<file path="config.mk">
export PLATFORM = sky130hd
export DESIGN_NAME = playfair_digraph_cipher_flat
export DESIGN_NICKNAME = d
export VERILOG_FILES = /design/src/design/pf_pkg.sv /design/src/design/pf_chan_if.sv /design/src/design/pf_front.sv /design/src/design/pf_back.sv /design/src/design/playfair_digraph_cipher.sv /design/src/flat_wrapper.sv
export SDC_FILE = /design/constraint.sdc
export NUM_CORES = 1
export LEC_CHECK = 0
export BUFFER_PORTS_ARGS = -buffer_cell sky130_fd_sc_hd__buf_2
export CAP_MARGIN = 40
export CELL_PAD_IN_SITES_DETAIL_PLACEMENT = 1
export CELL_PAD_IN_SITES_GLOBAL_PLACEMENT = 1
export CORE_MARGIN = 2
export CORE_UTILIZATION = 45
export DETAILED_ROUTE_END_ITERATION = 8
export HOLD_SLACK_MARGIN = 0.1
export MAX_ROUTING_LAYER = met4
export PLACE_DENSITY_LB_ADDON = 0.05
export SLEW_MARGIN = 20
export SYNTH_ARGS = -nofsm -noshare
export SYNTH_HDL_FRONTEND = slang
export SYNTH_SLANG_ARGS = --single-unit
export TNS_END_PERCENT = 50
</file>
<file path="constraint.sdc">
create_clock -name clk -period 11 [get_ports clk]
set_clock_uncertainty 0.05 [all_clocks]
set_input_delay 0.55 -clock clk [delete_from_list [all_inputs] [get_ports clk]]
set_output_delay 0.55 -clock clk [all_outputs]
set_load 0.05 [all_outputs]
</file>
<file path="src/design/pf_pkg.sv">
package pf_pkg;

  localparam int LETTERS     = 26;
  localparam int CELLS       = 25;
  localparam int SIDE        = 5;
  localparam int CFG_W       = 5;
  localparam int QUEUE_DEPTH = 4;

  typedef logic [4:0] letter_t;
  typedef logic [2:0] coord_t;

  localparam letter_t LETTER_I     = 5'd8;
  localparam letter_t LETTER_J     = 5'd9;
  localparam letter_t LETTER_Z     = 5'd25;
  localparam letter_t FILLER_RESET = 5'd23;

  typedef enum logic [1:0] {
    OP_KEY,
    OP_KEY_END,
    OP_TEXT,
    OP_TEXT_END
  } op_t;

  typedef struct packed {
    op_t     op;
    letter_t letter;
  } pf_item_t;

  typedef enum logic [1:0] {
    ST_IDLE,
    ST_SQ,
    ST_EMIT,
    ST_FILL
  } state_t;

  typedef enum logic {
    CFG_DECRYPT = 1'b0,
    CFG_FILLER  = 1'b1
  } cfg_idx_t;

  // saturate above z, fold j onto i
  function automatic letter_t norm_letter(letter_t v);
    letter_t l;
    l = (v > LETTER_Z) ? LETTER_Z : v;
    if (l == LETTER_J) begin
      l = LETTER_I;
    end
    return l;
  endfunction

  function automatic coord_t pos_row(letter_t p);
    coord_t r;
    if (p >= 5'd20) begin
      r = 3'd4;
    end else if (p >= 5'd15) begin
      r = 3'd3;
    end else if (p >= 5'd10) begin
      r = 3'd2;
    end else if (p >= 5'd5) begin
      r = 3'd1;
    end else begin
      r = 3'd0;
    end
    return r;
  endfunction

  // row * 5 + col
  function automatic letter_t cell_addr(coord_t r, coord_t c);
    return ({2'b00, r} << 2) + {2'b00, r} + {2'b00, c};
  endfunction

  function automatic coord_t pos_col(letter_t p);
    letter_t d;
    d = p - cell_addr(pos_row(p), 3'd0);
    return d[2:0];
  endfunction

  function automatic coord_t shift_coord(coord_t c, logic dec);
    coord_t n;
    if (dec) begin
      n = (c == 3'd0) ? 3'(SIDE - 1) : c - 3'd1;
    end else begin
      n = (c == 3'(SIDE - 1)) ? 3'd0 : c + 3'd1;
    end
    return n;
  endfunction

endpackage

</file>
<file path="src/design/pf_chan_if.sv">
interface pf_in_if;
  logic       valid;
  logic       ready;
  logic       kind;
  logic [4:0] letter;
  logic       last;

  modport source (output valid, output kind, output letter, output last, input ready);
  modport sink   (input valid, input kind, input letter, input last, output ready);
endinterface

interface pf_out_if;
  logic       valid;
  logic       ready;
  logic [4:0] first_out;
  logic [4:0] second_out;
  logic       last_pair;

  modport source (output valid, output first_out, output second_out, output last_pair,
                  input ready);
  modport sink   (input valid, input first_out, input second_out, input last_pair,
                  output ready);
endinterface

</file>
<file path="src/design/pf_front.sv">
module pf_front #(
  parameter int QUEUE_DEPTH = pf_pkg::QUEUE_DEPTH
) (
  input  logic             clk,
  input  logic             rst_n,
  pf_in_if.sink            in_ch,
  output pf_pkg::pf_item_t head,
  output logic             head_valid,
  input  logic             pop
);
  import pf_pkg::*;

  localparam int PTR_W = (QUEUE_DEPTH > 1) ? $clog2(QUEUE_DEPTH) : 1;
  localparam int CNT_W = $clog2(QUEUE_DEPTH + 1);

  pf_item_t           q_r [QUEUE_DEPTH];
  logic [PTR_W-1:0]   wr_ptr_r, wr_ptr_nxt;
  logic [PTR_W-1:0]   rd_ptr_r, rd_ptr_nxt;
  logic [CNT_W-1:0]   count_r, count_nxt;
  pf_item_t           item;
  logic               push;
  logic               do_pop;

  always_comb begin
    item.letter = norm_letter(in_ch.letter);
    if (in_ch.kind) begin
      item.op = in_ch.last ? OP_TEXT_END : OP_TEXT;
    end else begin
      item.op = in_ch.last ? OP_KEY_END : OP_KEY;
    end
  end

  assign in_ch.ready = (count_r != CNT_W'(QUEUE_DEPTH));
  assign push        = in_ch.valid && in_ch.ready;
  assign head_valid  = (count_r != '0);
  assign do_pop      = pop && head_valid;
  assign head        = q_r[rd_ptr_r];

  always_comb begin
    wr_ptr_nxt = wr_ptr_r;
    rd_ptr_nxt = rd_ptr_r;
    if (push) begin
      wr_ptr_nxt = (wr_ptr_r == PTR_W'(QUEUE_DEPTH - 1)) ? '0 : wr_ptr_r + 1'b1;
    end
    if (do_pop) begin
      rd_ptr_nxt = (rd_ptr_r == PTR_W'(QUEUE_DEPTH - 1)) ? '0 : rd_ptr_r + 1'b1;
    end
    count_nxt = count_r + CNT_W'(push) - CNT_W'(do_pop);
  end

  always_ff @(posedge clk) begin
    if (!rst_n) begin
      wr_ptr_r <= '0;
      rd_ptr_r <= '0;
      count_r  <= '0;
    end else begin
      wr_ptr_r <= wr_ptr_nxt;
      rd_ptr_r <= rd_ptr_nxt;
      count_r  <= count_nxt;
    end
  end

  always_ff @(posedge clk) begin
    if (push) begin
      q_r[wr_ptr_r] <= item;
    end
  end

endmodule

</file>
<file path="src/design/pf_back.sv">
module pf_back (
  input  logic                     clk,
  input  logic                     rst_n,
  input  logic                     cfg_we,
  input  logic                     cfg_index,
  input  logic [pf_pkg::CFG_W-1:0] cfg_data,
  input  pf_pkg::pf_item_t         head,
  input  logic                     head_valid,
  output logic                     pop,
  pf_out_if.source                 out_ch
);
  import pf_pkg::*;

  state_t                state_r, state_nxt;
  logic [LETTERS-1:0]    used_r, used_nxt, used_base;
  letter_t               fill_r, fill_nxt, fill_base;
  letter_t               held_r, held_nxt;
  logic                  have_held_r, have_held_nxt;
  logic                  key_done_r, key_done_nxt;
  letter_t               sweep_r, sweep_nxt;
  logic                  decrypt_r;
  letter_t               filler_r;
  logic                  out_valid_r;
  letter_t               out_first_r, out_second_r;
  logic                  out_last_r;
  logic                  pair_last_r;
  letter_t               pos_a_r, pos_b_r;
  letter_t               sq_a_r, sq_b_r;

  letter_t               square_mem [CELLS];
  letter_t               pos_mem [LETTERS];

  logic                  is_key, is_end;
  logic                  start_key, place_try, place_ok;
  letter_t               place_letter;
  logic                  hold_go, pair_go, out_load;
  letter_t               fill_l, pair_a, pair_b;
  coord_t                ra, ca, rb, cb;
  coord_t                ra_n, ca_n, rb_n, cb_n;
  letter_t               addr_a, addr_b;

  assign fill_l = norm_letter(filler_r);
  assign is_key = (head.op == OP_KEY) || (head.op == OP_KEY_END);
  assign is_end = (head.op == OP_KEY_END) || (head.op == OP_TEXT_END);

  // control outputs
  always_comb begin
    pop          = 1'b0;
    start_key    = 1'b0;
    place_try    = 1'b0;
    place_letter = head.letter;
    hold_go      = 1'b0;
    pair_go      = 1'b0;
    case (state_r)
      ST_IDLE: begin
        if (head_valid) begin
          pop = 1'b1;
          if (is_key) begin
            start_key = 1'b1;
            place_try = 1'b1;
          end else if (key_done_r) begin
            if (!have_held_r && !is_end) begin
              hold_go = 1'b1;
            end else begin
              pair_go = 1'b1;
            end
          end
        end
      end
      ST_FILL: begin
        place_try    = (sweep_r != LETTER_J);
        place_letter = sweep_r;
      end
      default: begin
      end
    endcase
  end

  assign out_load = (state_r == ST_EMIT) && (!out_valid_r || out_ch.ready);

  // a new key after a finished one starts from an empty square
  assign used_base = (start_key && key_done_r) ? '0 : used_r;
  assign fill_base = (start_key && key_done_r) ? '0 : fill_r;
  assign place_ok  = place_try && (fill_base < 5'(CELLS)) && !used_base[place_letter];

  always_comb begin
    if (have_held_r) begin
      pair_a = held_r;
      pair_b = (!decrypt_r && (held_r == head.letter)) ? fill_l : head.letter;
    end else begin
      pair_a = head.letter;
      pair_b = fill_l;
    end
  end

  // next state
  always_comb begin
    state_nxt = state_r;
    case (state_r)
      ST_IDLE: begin
        if (head_valid && (head.op == OP_KEY_END)) begin
          state_nxt = ST_FILL;
        end else if (pair_go) begin
          state_nxt = ST_SQ;
        end
      end
      ST_SQ:   state_nxt = ST_EMIT;
      ST_EMIT: begin
        if (out_load) begin
          state_nxt = ST_IDLE;
        end
      end
      ST_FILL: begin
        if (sweep_r == LETTER_Z) begin
          state_nxt = ST_IDLE;
        end
      end
      default: state_nxt = ST_IDLE;
    endcase
  end

  always_comb begin
    used_nxt      = used_base;
    fill_nxt      = fill_base;
    held_nxt      = held_r;
    have_held_nxt = have_held_r;
    key_done_nxt  = key_done_r;
    sweep_nxt     = (state_r == ST_FILL) ? sweep_r + 5'd1 : '0;
    if (place_ok) begin
      used_nxt[place_letter] = 1'b1;
      fill_nxt               = fill_base + 5'd1;
    end
    if (start_key) begin
      key_done_nxt = 1'b0;
      if (key_done_r) begin
        held_nxt      = '0;
        have_held_nxt = 1'b0;
      end
    end
    if ((state_r == ST_FILL) && (sweep_r == LETTER_Z)) begin
      key_done_nxt = 1'b1;
    end
    if (hold_go) begin
      held_nxt      = head.letter;
      have_held_nxt = 1'b1;
    end
    if (pair_go) begin
      held_nxt      = '0;
      have_held_nxt = 1'b0;
    end
  end

  // row, column and rectangle rules on the fetched positions
  always_comb begin
    ra   = pos_row(pos_a_r);
    ca   = pos_col(pos_a_r);
    rb   = pos_row(pos_b_r);
    cb   = pos_col(pos_b_r);
    ra_n = ra;
    rb_n = rb;
    ca_n = cb;
    cb_n = ca;
    if (ra == rb) begin
      ca_n = shift_coord(ca, decrypt_r);
      cb_n = shift_coord(cb, decrypt_r);
    end else if (ca == cb) begin
      ca_n = ca;
      cb_n = cb;
      ra_n = shift_coord(ra, decrypt_r);
      rb_n = shift_coord(rb, decrypt_r);
    end
    addr_a = cell_addr(ra_n, ca_n);
    addr_b = cell_addr(rb_n, cb_n);
  end

  always_ff @(posedge clk) begin
    if (!rst_n) begin
      state_r     <= ST_IDLE;
      used_r      <= '0;
      fill_r      <= '0;
      held_r      <= '0;
      have_held_r <= 1'b0;
      key_done_r  <= 1'b0;
      sweep_r     <= '0;
      decrypt_r   <= 1'b0;
      filler_r    <= FILLER_RESET;
      out_valid_r <= 1'b0;
    end else begin
      state_r     <= state_nxt;
      used_r      <= used_nxt;
      fill_r      <= fill_nxt;
      held_r      <= held_nxt;
      have_held_r <= have_held_nxt;
      key_done_r  <= key_done_nxt;
      sweep_r     <= sweep_nxt;
      if (cfg_we) begin
        case (cfg_index)
          CFG_DECRYPT: decrypt_r <= cfg_data[0];
          CFG_FILLER:  filler_r  <= cfg_data;
          default: begin
          end
        endcase
      end
      if (out_load) begin
        out_valid_r <= 1'b1;
      end else if (out_ch.ready) begin
        out_valid_r <= 1'b0;
      end
    end
  end

  always_ff @(posedge clk) begin
    if (pair_go) begin
      pair_last_r <= is_end;
    end
    if (out_load) begin
      out_first_r  <= sq_a_r;
      out_second_r <= sq_b_r;
      out_last_r   <= pair_last_r;
    end
  end

  always_ff @(posedge clk) begin
    if (place_ok) begin
      square_mem[fill_base] <= place_letter;
      pos_mem[place_letter] <= fill_base;
    end
    if (pair_go) begin
      pos_a_r <= pos_mem[pair_a];
      pos_b_r <= pos_mem[pair_b];
    end
    if (state_r == ST_SQ) begin
      sq_a_r <= square_mem[addr_a];
      sq_b_r <= square_mem[addr_b];
    end
  end

  assign out_ch.valid      = out_valid_r;
  assign out_ch.first_out  = out_first_r;
  assign out_ch.second_out = out_second_r;
  assign out_ch.last_pair  = out_last_r;

`ifndef NO_ASSERTIONS
  a_used_matches_fill: assert property (@(posedge clk) disable iff (!rst_n)
    $countones(used_r) == int'(fill_r))
    else $error("used set and fill count disagree");

  a_done_means_full: assert property (@(posedge clk) disable iff (!rst_n)
    key_done_r |-> (fill_r == 5'(CELLS)))
    else $error("square marked complete but not full");

  a_no_pop_in_fill: assert property (@(posedge clk) disable iff (!rst_n)
    (state_r == ST_FILL) |-> !pop)
    else $error("queue popped during alphabet fill");

  a_lookup_needs_key: assert property (@(posedge clk) disable iff (!rst_n)
    (state_r == ST_SQ) |-> key_done_r)
    else $error("square lookup before key complete");
`endif

endmodule

</file>
<file path="src/design/playfair_digraph_cipher.sv">
// channel  | dir | handshake    | payload
// in_ch    | in  | valid/ready  | kind, letter, last
// out_ch   | out | valid/ready  | first_out, second_out, last_pair
// cfg      | in  | cfg_we only  | cfg_index (0 decrypt_mode, 1 filler_letter), cfg_data
//
// Key letter: placed in the square, if new, as it is popped; the last key letter adds an alphabet sweep.
// Text letter: the first of a pair is held; the second runs the position read, the square read and
// the output load in turn, and the back end pops no new letter until that pair is loaded.
// Synchronous active-low reset; square and position tables are not cleared.
// The input queue keeps accepting while a result waits in the output register.
module playfair_digraph_cipher #(
  parameter int QUEUE_DEPTH = pf_pkg::QUEUE_DEPTH
) (
  input  logic                     clk,
  input  logic                     rst_n,
  pf_in_if.sink                    in_ch,
  pf_out_if.source                 out_ch,
  input  logic                     cfg_we,
  input  logic                     cfg_index,
  input  logic [pf_pkg::CFG_W-1:0] cfg_data
);
  import pf_pkg::*;

  pf_item_t head;
  logic     head_valid;
  logic     pop;

  pf_front #(
    .QUEUE_DEPTH(QUEUE_DEPTH)
  ) u_front (
    .clk        (clk),
    .rst_n      (rst_n),
    .in_ch      (in_ch),
    .head       (head),
    .head_valid (head_valid),
    .pop        (pop)
  );

  pf_back u_back (
    .clk        (clk),
    .rst_n      (rst_n),
    .cfg_we     (cfg_we),
    .cfg_index  (cfg_index),
    .cfg_data   (cfg_data),
    .head       (head),
    .head_valid (head_valid),
    .pop        (pop),
    .out_ch     (out_ch)
  );

endmodule
</file>
<file path="src/flat_wrapper.sv">
// flat-port wrapper written by rule: the top's interface ports become plain ports
module playfair_digraph_cipher_flat import pf_pkg::*;
#(
  parameter int QUEUE_DEPTH = pf_pkg::QUEUE_DEPTH
)
  (clk, rst_n, cfg_we, cfg_index, cfg_data, in_ch_valid, in_ch_kind, in_ch_letter, in_ch_last, in_ch_ready, out_ch_valid, out_ch_first_out, out_ch_second_out, out_ch_last_pair, out_ch_ready);
  pf_in_if in_ch_i ();
  pf_out_if out_ch_i ();
  input  logic clk;
  input  logic rst_n;
  input  logic cfg_we;
  input  logic cfg_index;
  input  logic [pf_pkg::CFG_W-1:0] cfg_data;
  input wire logic [$bits(in_ch_i.valid)-1:0] in_ch_valid;
  input wire logic [$bits(in_ch_i.kind)-1:0] in_ch_kind;
  input wire logic [$bits(in_ch_i.letter)-1:0] in_ch_letter;
  input wire logic [$bits(in_ch_i.last)-1:0] in_ch_last;
  output wire logic [$bits(in_ch_i.ready)-1:0] in_ch_ready;
  output wire logic [$bits(out_ch_i.valid)-1:0] out_ch_valid;
  output wire logic [$bits(out_ch_i.first_out)-1:0] out_ch_first_out;
  output wire logic [$bits(out_ch_i.second_out)-1:0] out_ch_second_out;
  output wire logic [$bits(out_ch_i.last_pair)-1:0] out_ch_last_pair;
  input wire logic [$bits(out_ch_i.ready)-1:0] out_ch_ready;
  assign in_ch_i.valid = in_ch_valid;
  assign in_ch_i.kind = in_ch_kind;
  assign in_ch_i.letter = in_ch_letter;
  assign in_ch_i.last = in_ch_last;
  assign in_ch_ready = in_ch_i.ready;
  assign out_ch_valid = out_ch_i.valid;
  assign out_ch_first_out = out_ch_i.first_out;
  assign out_ch_second_out = out_ch_i.second_out;
  assign out_ch_last_pair = out_ch_i.last_pair;
  assign out_ch_i.ready = out_ch_ready;
  playfair_digraph_cipher #(.QUEUE_DEPTH(QUEUE_DEPTH)) u_core (.clk(clk), .rst_n(rst_n), .in_ch(in_ch_i), .out_ch(out_ch_i), .cfg_we(cfg_we), .cfg_index(cfg_index), .cfg_data(cfg_data));
endmodule
</file>
[After elaboration in Yosys (flattened, before gate mapping)]
Memory sizes are Yosys's and may differ from the RTL's. A register that Yosys moved wholly into a read port is not among the register bits.
Index checks and enable logic that the tools add are counted.
Storage, ports and cells
  register bits after elaboration: 71
  memory bits (writable): 283
  input port bits: 18
  output and inout bits: 13
  memories: 3
Memories
  u_core.u_back.pos_mem: depth 26, width 5, rd ports 2, clocked after Yosys merged registers in 2, wr ports 1, line pf_back.sv:31  | letter_t pos_mem [LETTERS];
  u_core.u_back.square_mem: depth 25, width 5, rd ports 2, clocked after Yosys merged registers in 2, wr ports 1, line pf_back.sv:30  | letter_t square_mem [CELLS];
  u_core.u_front.q_r: depth 4, width 7, rd ports 1, clocked after Yosys merged registers in 1, wr ports 1, line pf_front.sv:16  | pf_item_t q_r [QUEUE_DEPTH];
Cells by class
  $add $sub $neg: 22
  magnitude comparators: 13
  eq/ne operators: 22
  muxes and demuxes: 86
  bitwise logic cells: 3
  reductions and logical operators: 36
Operator list (number)
  $mux W3: 22
  $mux W5: 13
  $mux W26: 2
  $mux W1: 32
  $mux W2: 13
  $or A26 B26 Y26: 1
  $add A5 B3 Y5: 4
  $ge A5 B4 Y1 const B: 4
  $add A3 B1 Y3 const B: 4
  $eq A3 B3 Y1 const B: 4
  $logic_not A3 Y1: 4
  $sub A3 B1 Y3 const B: 4
  $logic_and A1 B1 Y1: 11
  $add A5 B1 Y5 const B: 2
  $eq A2 B2 Y1 const B: 5
  $eq A5 B4 Y1 const B: 2
  $ge A5 B3 Y1 const B: 2
  $ge A5 B5 Y1 const B: 2
  $gt A5 B5 Y1 const B: 2
  $pmux W2 S4: 1
  $reduce_and A2 Y1: 4
  $reduce_bool A2 Y1: 4
  $add A3 B3 Y3: 2
  $eq A3 B3 Y1: 2
  other kinds (23): 36

[Logic depth before layout (Yosys ltp)]
  depth in word-level cells: 13
  mapped depth: 25
  depth with buffers taken out: 25

[Hierarchy]
From an unflattened synthesis, not the netlist that was laid out.
Unflattened totals
  cells, all modules: 1557
  area total of the unflattened synthesis: 20220.6 µm²
By module, submodules not included
  pf_back: times used 1, cells each 1459, area each 18671.7 µm², sequential area each 9659.3 µm²
  pf_front: times used 1, cells each 98, area each 1549.0 µm², sequential area each 1021.0 µm²

[Worst setup path before layout]
OpenSTA, ideal clock, no wires.
  path kind: reg2reg
  from: register u_core.u_back.pos_b_r[1], read port of u_core.u_back.pos_mem
  to: register u_core.u_back.sq_a_r[0], read port of u_core.u_back.square_mem, data pin
  library setup time: 0.260 ns
  data arrival time: 5.804 ns
  slack: 4.886 ns
  cell stages (with the launch flop): 22
  buffers on the path: 1
  path through: edfxtp_1 -> o21ba_2 -> o21ai_0 -> nand2_1 -> nand2_1 -> inv_1 -> ha_1 -> inv_1 -> ha_1 -> nor2_1 -> fa_1 -> xnor2_1 -> or3_4 -> a22o_1 -> a221oi_4 -> mux2_4 -> fa_1 -> fa_1 -> buf_1 -> mux2_2 -> mux2_2 -> mux2_2
On the way
  cells in the longest elaborated chain, start to end: 12
RTL lines
  from (decl): line pf_back.sv:27  | letter_t pos_a_r, pos_b_r;
  $ge A5 B3 Y1: line pf_pkg.sv:59  | end else if (p >= 5'd5) begin
  $mux W1: line pf_pkg.sv:59
  $mux W2: line pf_pkg.sv:57  | end else if (p >= 5'd10) begin
  $mux W2: line pf_pkg.sv:55  | end else if (p >= 5'd15) begin
  $mux W3: line pf_pkg.sv:53  | if (p >= 5'd20) begin
  $add A3 B3 Y3: line pf_pkg.sv:69  | return ({2'b00, r} << 2) + {2'b00, r} + {2'b00, c};
  $sub A3 B3 Y3: line pf_pkg.sv:74  | d = p - cell_addr(pos_row(p), 3'd0);
  $eq A3 B3 Y1: line pf_back.sv:166  | end else if (ca == cb) begin
  $mux W3: line pf_back.sv:166
  $mux W3: line pf_back.sv:163  | if (ra == rb) begin
  $add A5 B3 Y5: line pf_pkg.sv:69
  $add A5 B3 Y5 *: line pf_pkg.sv:69
  to (decl): line pf_back.sv:28  | letter_t sq_a_r, sq_b_r;
Mark *: on every way between the ends. The rest lies on a longest branch, timed or not.
A chain may end at the register's enable or synchronous reset.

[Final worst setup path]
  from: register u_core.u_back.pos_b_r[2], read port of u_core.u_back.pos_mem
  to: register u_core.u_back.sq_b_r[4], read port of u_core.u_back.square_mem, data pin
On the way
  cells in the longest elaborated chain, start to end: 12
RTL lines (line)
  $ge A5 B3 Y1: pf_pkg.sv:59
  $mux W1: pf_pkg.sv:59
  $mux W2: pf_pkg.sv:57
  $mux W2: pf_pkg.sv:55
  $mux W3: pf_pkg.sv:53
  $add A3 B3 Y3 (tied with other cells): pf_pkg.sv:69
  $sub A3 B3 Y3 (tied with other cells): pf_pkg.sv:74
  $eq A3 B3 Y1 (tied with other cells): pf_back.sv:166
  $mux W3, on equally long branches: pf_back.sv:166, pf_pkg.sv:81, pf_pkg.sv:83
  $mux W3, on equally long branches: pf_back.sv:163, pf_pkg.sv:80
  $add A5 B3 Y5 / $mux W3 (equally long branches): pf_pkg.sv:69, pf_back.sv:163
  $add A5 B3 Y5 *: pf_pkg.sv:69
  to (decl): pf_back.sv:28
Marked as above.

==> flow_summary.rst <==
.. list-table::
   :header-rows: 1

   * - Metric
     - Value
   * - Result of the run
     - finished clean
   * - PwrDens
     - 192.7 nW/um^2
   * - Part of the total power dissipated in combinational logic
     - 28.6%
   * - Vias
     - 15,250
   * - Main combinational cell family by area after synthesis
     - multiplexers
   * - Average detailed-routed wire length per instance
     - 26.77 um
   * - Endpoint class of the critical path
     - flip-flop
   * - Post-route standard cell area excluding fillers
     - 23,630 um^2
   * - Flip-flop cell with the highest count after synthesis
     - sky130_fd_sc_hd__edfxtp_1
   * - Total internal power
     - 2.997 mW
   * - Number of hold violations in the final report
     - 0
   * - Capture point of the critical path
     - u_core.u_back.sq_b_r[4]
   * - Final number of setup-violating endpoints
     - 0
   * - Area of the core
     - 46,460 um^2
   * - Data required time at the worst endpoint
     - 11.32 ns
   * - Static Leakage
     - 8.177 nW
   * - Net count after synthesis
     - 1,828
   * - Arr. time, crit path
     - 7.08 ns
   * - Wire length after detailed routing
     - 64.65 mm
   * - Multiplexer fraction of the synthesized cell area
     - 19.87%
   * - R2R Path Start
     - u_core.u_back.pos_b_r[2]
   * - Sum of internal, switching and leakage power
     - 4.552 mW
   * - Xor and xnor fraction of the mapped netlist area
     - 1.077%
   * - Number of global-route vias before repair
     - 15,310
   * - Final Net Count
     - 1,837
   * - Number of register bits inferred by synthesis
     - 376
   * - Root Buffer
     - sky130_fd_sc_hd__clkbuf_16
   * - Yosys top cell area share
     - 44.73%
   * - Largest incremental delay on the critical path
     - 0.63 ns
   * - Overall Global Routing Usage
     - 27.78%
   * - Detail Placement HPWL
     - 43.75 mm
   * - Number of warnings issued by yosys
     - 0
   * - Post-synth EDFFs
     - 315
   * - Cell with the largest stage delay on the worst path
     - sky130_fd_sc_hd__xor2_2
   * - Largest area contributor in the netlist
     - sky130_fd_sc_hd__edfxtp_1
   * - Chain of cells forming the critical path
     - o21ai_0, nand2_1, inv_1, ha_1, inv_1, ha_1, nor2_1, fa_1, xnor2_1, or3_4, a22o_1, a221oi_4, mux2i_1, fa_1, ha_1, a21o_1, a21oi_1, xor2_2, mux4_2, mux2_2
   * - CTS tree
     - done
   * - Maximum clock rate
     - 147.8 MHz
   * - Starting DRC count in detailed routing
     - 1,478
   * - Clock tree buffer depth
     - 3
   * - Number of antenna violations at the first check in global routing
     - 1
   * - Leading post-synthesis cells by cell area
     - sky130_fd_sc_hd__edfxtp_1 (45%), sky130_fd_sc_hd__mux4_2 (12%), sky130_fd_sc_hd__dfxtp_1 (5.8%)
   * - Share of async-settable or async-resettable flops after synthesis
     - 0%
   * - Total global routing overflow
     - 0
   * - Final core utilization
     - 50.86%
   * - Path type of the worst setup path
     - flip-flop to flip-flop
   * - Layout-stage area growth over the synthesis result
     - 11.73%
   * - Worst max-slew margin expressed relative to the limit
     - 42.44%
   * - I/O pin count
     - 31
   * - Remaining routing DRC violations
     - 0
   * - Buffers & Inverters on Critical Path
     - 2
   * - Final non-filler cell total
     - 2,415
   * - 1st-pass router iterations
     - 5
   * - Maximum fanout along the worst path
     - 10
   * - Global-route wire length before repair
     - 98.08 mm
   * - Height of the chip
     - 220.8 um
   * - Number of buffers created by CTS
     - 45
   * - Weighted congestion at the end of routability-driven global placement
     - 0.8288
   * - Clock slew at reported path FFs
     - 0.06 ns
   * - Compound-cell area share of the yosys netlist
     - 11.23%
   * - Area of the mapped netlist
     - 21,150 um^2
   * - Synth unique cells
     - 72
   * - Worst r2r path cells
     - 20
   * - Syn Inst Count
     - 1,761
   * - Part of the power in the clock network
     - 32.6%
   * - Standard cell area after detailed placement
     - 22,100 um^2
   * - Starting density of the core
     - 45.52%
   * - Layout cells sized above 1
     - 19.87%
   * - Register-to-Register Setup Slack
     - 4.23 ns
   * - Clock period minus worst slack
     - 6.767 ns
   * - Setup tns final
     - 0 ns
   * - Pins over their slew limit
     - 0
   * - Actual transition at the worst max-transition pin
     - 0.8634 ns
   * - FF-to-FF End
     - u_core.u_back.sq_b_r[4]
   * - Via count normalized by instance count
     - 6.313
   * - Power share of the sequential group
     - 38.8%
   * - NetSw
     - 1.555 mW
   * - Start point of the critical path
     - u_core.u_back.pos_b_r[2]
   * - Later-pin clock latency in the skew report
     - 0.61 ns
   * - # placed instances
     - 2,326
   * - Fraction of power spent switching nets
     - 34.16%
   * - H-tree lvl count
     - 2
   * - Avg Cell Area, Syn
     - 12.01 um^2
   * - Family of cells with the greatest summed delay on the critical path
     - compound AO/OA/AOI/OAI gates
   * - Critical path depth
     - 20
   * - Fill cell count
     - 4,739
   * - Hold Path Class
     - input port to flip-flop
   * - Full die area
     - 48,750 um^2
   * - Largest net degree at the start of global routing
     - 69
   * - Commonest cells after routing, fill and taps aside
     - sky130_fd_sc_hd__edfxtp_1 (315), sky130_fd_sc_hd__nand2_1 (220), sky130_fd_sc_hd__nor2_1 (108), sky130_fd_sc_hd__mux4_2 (108), sky130_fd_sc_hd__a21oi_1 (102)
   * - Number of gates resized after cts
     - 0
   * - ANT nets after route
     - 0
   * - IO Port Bufs
     - 30
   * - Number of max-capacitance violations reported
     - 0
   * - Basic-gate share of the synthesized area counting and, or, nand and nor cells
     - 10.94%
   * - Row cnt
     - 79
   * - Most common library cell in the layout ignoring fill and taps
     - sky130_fd_sc_hd__edfxtp_1
   * - Adder-cell area share of the yosys netlist
     - 3.195%
   * - Overall die width
     - 220.8 um
   * - Number of sinks handled by clock tree synthesis
     - 376
   * - Hold_buf cts
     - 0
   * - Setup repair after global routing missed its margin
     - no
   * - Most prevalent standard cell on the critical path
     - sky130_fd_sc_hd__ha_1
   * - Share of the yosys chip area belonging to registers
     - 50.50%
   * - Crit start category
     - flip-flop
   * - Final Cycle Share
     - 61.52%
   * - Worst vdd rail ir drop
     - 0.1416 mV
   * - Setup Fix Bufs, Post-CTS
     - 0
[routing by layer]
| metal | part of all wire, % | vias to the layer above | global-route usage (%) |
|---|---|---|---|
| li1 | - | 6807 | - |
| met2 | 49 | 428 | 44.77 |
| met1 | 44 | 7920 | 37.67 |
| met5 | 0 | - | - |
| met4 | 2.1 | 0 | 7.044 |
| met3 | 4.9 | 91 | 3.189 |
[synthesized netlist by cell type (17+ instances only)]
cell / count
sky130_fd_sc_hd__ha_1: 42
sky130_fd_sc_hd__mux2_2: 69
sky130_fd_sc_hd__nor2_1: 108
sky130_fd_sc_hd__nand2_1: 220
sky130_fd_sc_hd__a21oi_1: 104
sky130_fd_sc_hd__mux4_2: 108
sky130_fd_sc_hd__o21ai_0: 77
sky130_fd_sc_hd__nand3_1: 57
sky130_fd_sc_hd__edfxtp_1: 315
sky130_fd_sc_hd__inv_1: 47
sky130_fd_sc_hd__a22oi_1: 17
sky130_fd_sc_hd__mux2i_1: 94
sky130_fd_sc_hd__dfxtp_1: 61
sky130_fd_sc_hd__clkbuf_1: 85
sky130_fd_sc_hd__and3_1: 29
sky130_fd_sc_hd__nand2b_1: 20
sky130_fd_sc_hd__a221oi_1: 46
[flip-flops by register name, indices dropped and copies added (netlist names), 26 cells and up, named ones only]
name / count
u_core.u_back.pos_mem: 130
u_core.u_back.square_mem: 125
u_core.u_back.used_r: 26
u_core.u_front.q_r: 28
[metrics by stage]
step | hold WS (ns) | worst slack, ns
2_1_floorplan | 0.3503 | 4.886
3_3_place_gp | 0.3666 | 4.387
3_5_place_dp | 0.3682 | 4.132
4_1_cts | 0.1006 | 4.143
5_1_grt | 0.1249 | 3.758
6_report | 0.1208 | 4.233
[how the worst min path moves through the flow]
| stage | startpoint | to | slack, ns | depth (start not counted) |
|---|---|---|---|---|
| after floorplan | u_core.u_back.sq_a_r[0] | u_core.u_back.out_ch.first_out[0] | 0.35 | 0 |
| after global placement | u_core.u_back.sq_b_r[1] | u_core.u_back.out_ch.second_out[1] | 0.37 | 0 |
| after detailed placement | u_core.u_back.sq_a_r[1] | u_core.u_back.out_ch.first_out[1] | 0.37 | 0 |
| after CTS | in_ch_last | u_core.u_front.q_r[3][5] | 0.10 | 1 |
| after global routing | in_ch_last | u_core.u_front.q_r[3][5] | 0.12 | 1 |
| final | in_ch_last | u_core.u_front.q_r[3][5] | 0.12 | 1 |
[logic make-up after synthesis]
logic type / after synthesis
AO/OA/AOI/OAI: 361
multiplexers: 274
buffers and inverters: 168
AND/OR/NAND/NOR: 509
adder cells (fa/ha/maj): 50
XOR/XNOR: 23
flip-flops: 376
[power groups by stage]
stage                     logic, mW  registers (mW)  clock network (mW)
after floorplan               0.804            1.81                   0
after global placement         1.23            1.80                   0
after detailed placement       1.28            1.80                   0
after CTS                      1.29            1.77                1.50
after global routing           1.39            1.78                1.55
final                          1.30            1.77                1.48
[worst reg2reg max path: cells and delay by family, from the launching register on]
family / cells / cell delay (ns)
AO/OA/AOI/OAI: 5 / 1.62
buffers and inverters: 2 / 0.20
multiplexers: 3 / 1.19
flip-flops: 1 / 0.49
AND/OR/NAND/NOR: 3 / 0.60
XOR/XNOR: 2 / 0.78
adder cells (fa/ha/maj): 5 / 1.61
[layout make-up]
cell class                      instances  area [um^2]  area share, %
Clock buffer                           61         1226          5.189
Tap cell                              607        759.5          3.214
Clock inverter                         23        247.7          1.048
Inverter                               49        183.9         0.7784
Antenna cell                            1        2.502        0.01059
Timing Repair Buffer                   81        618.1          2.616
Multi-Input combinational cell       1217         9907          41.93
Sequential cell                       376        10680          45.22
Note: power is estimated with default switching activity, not from simulation.
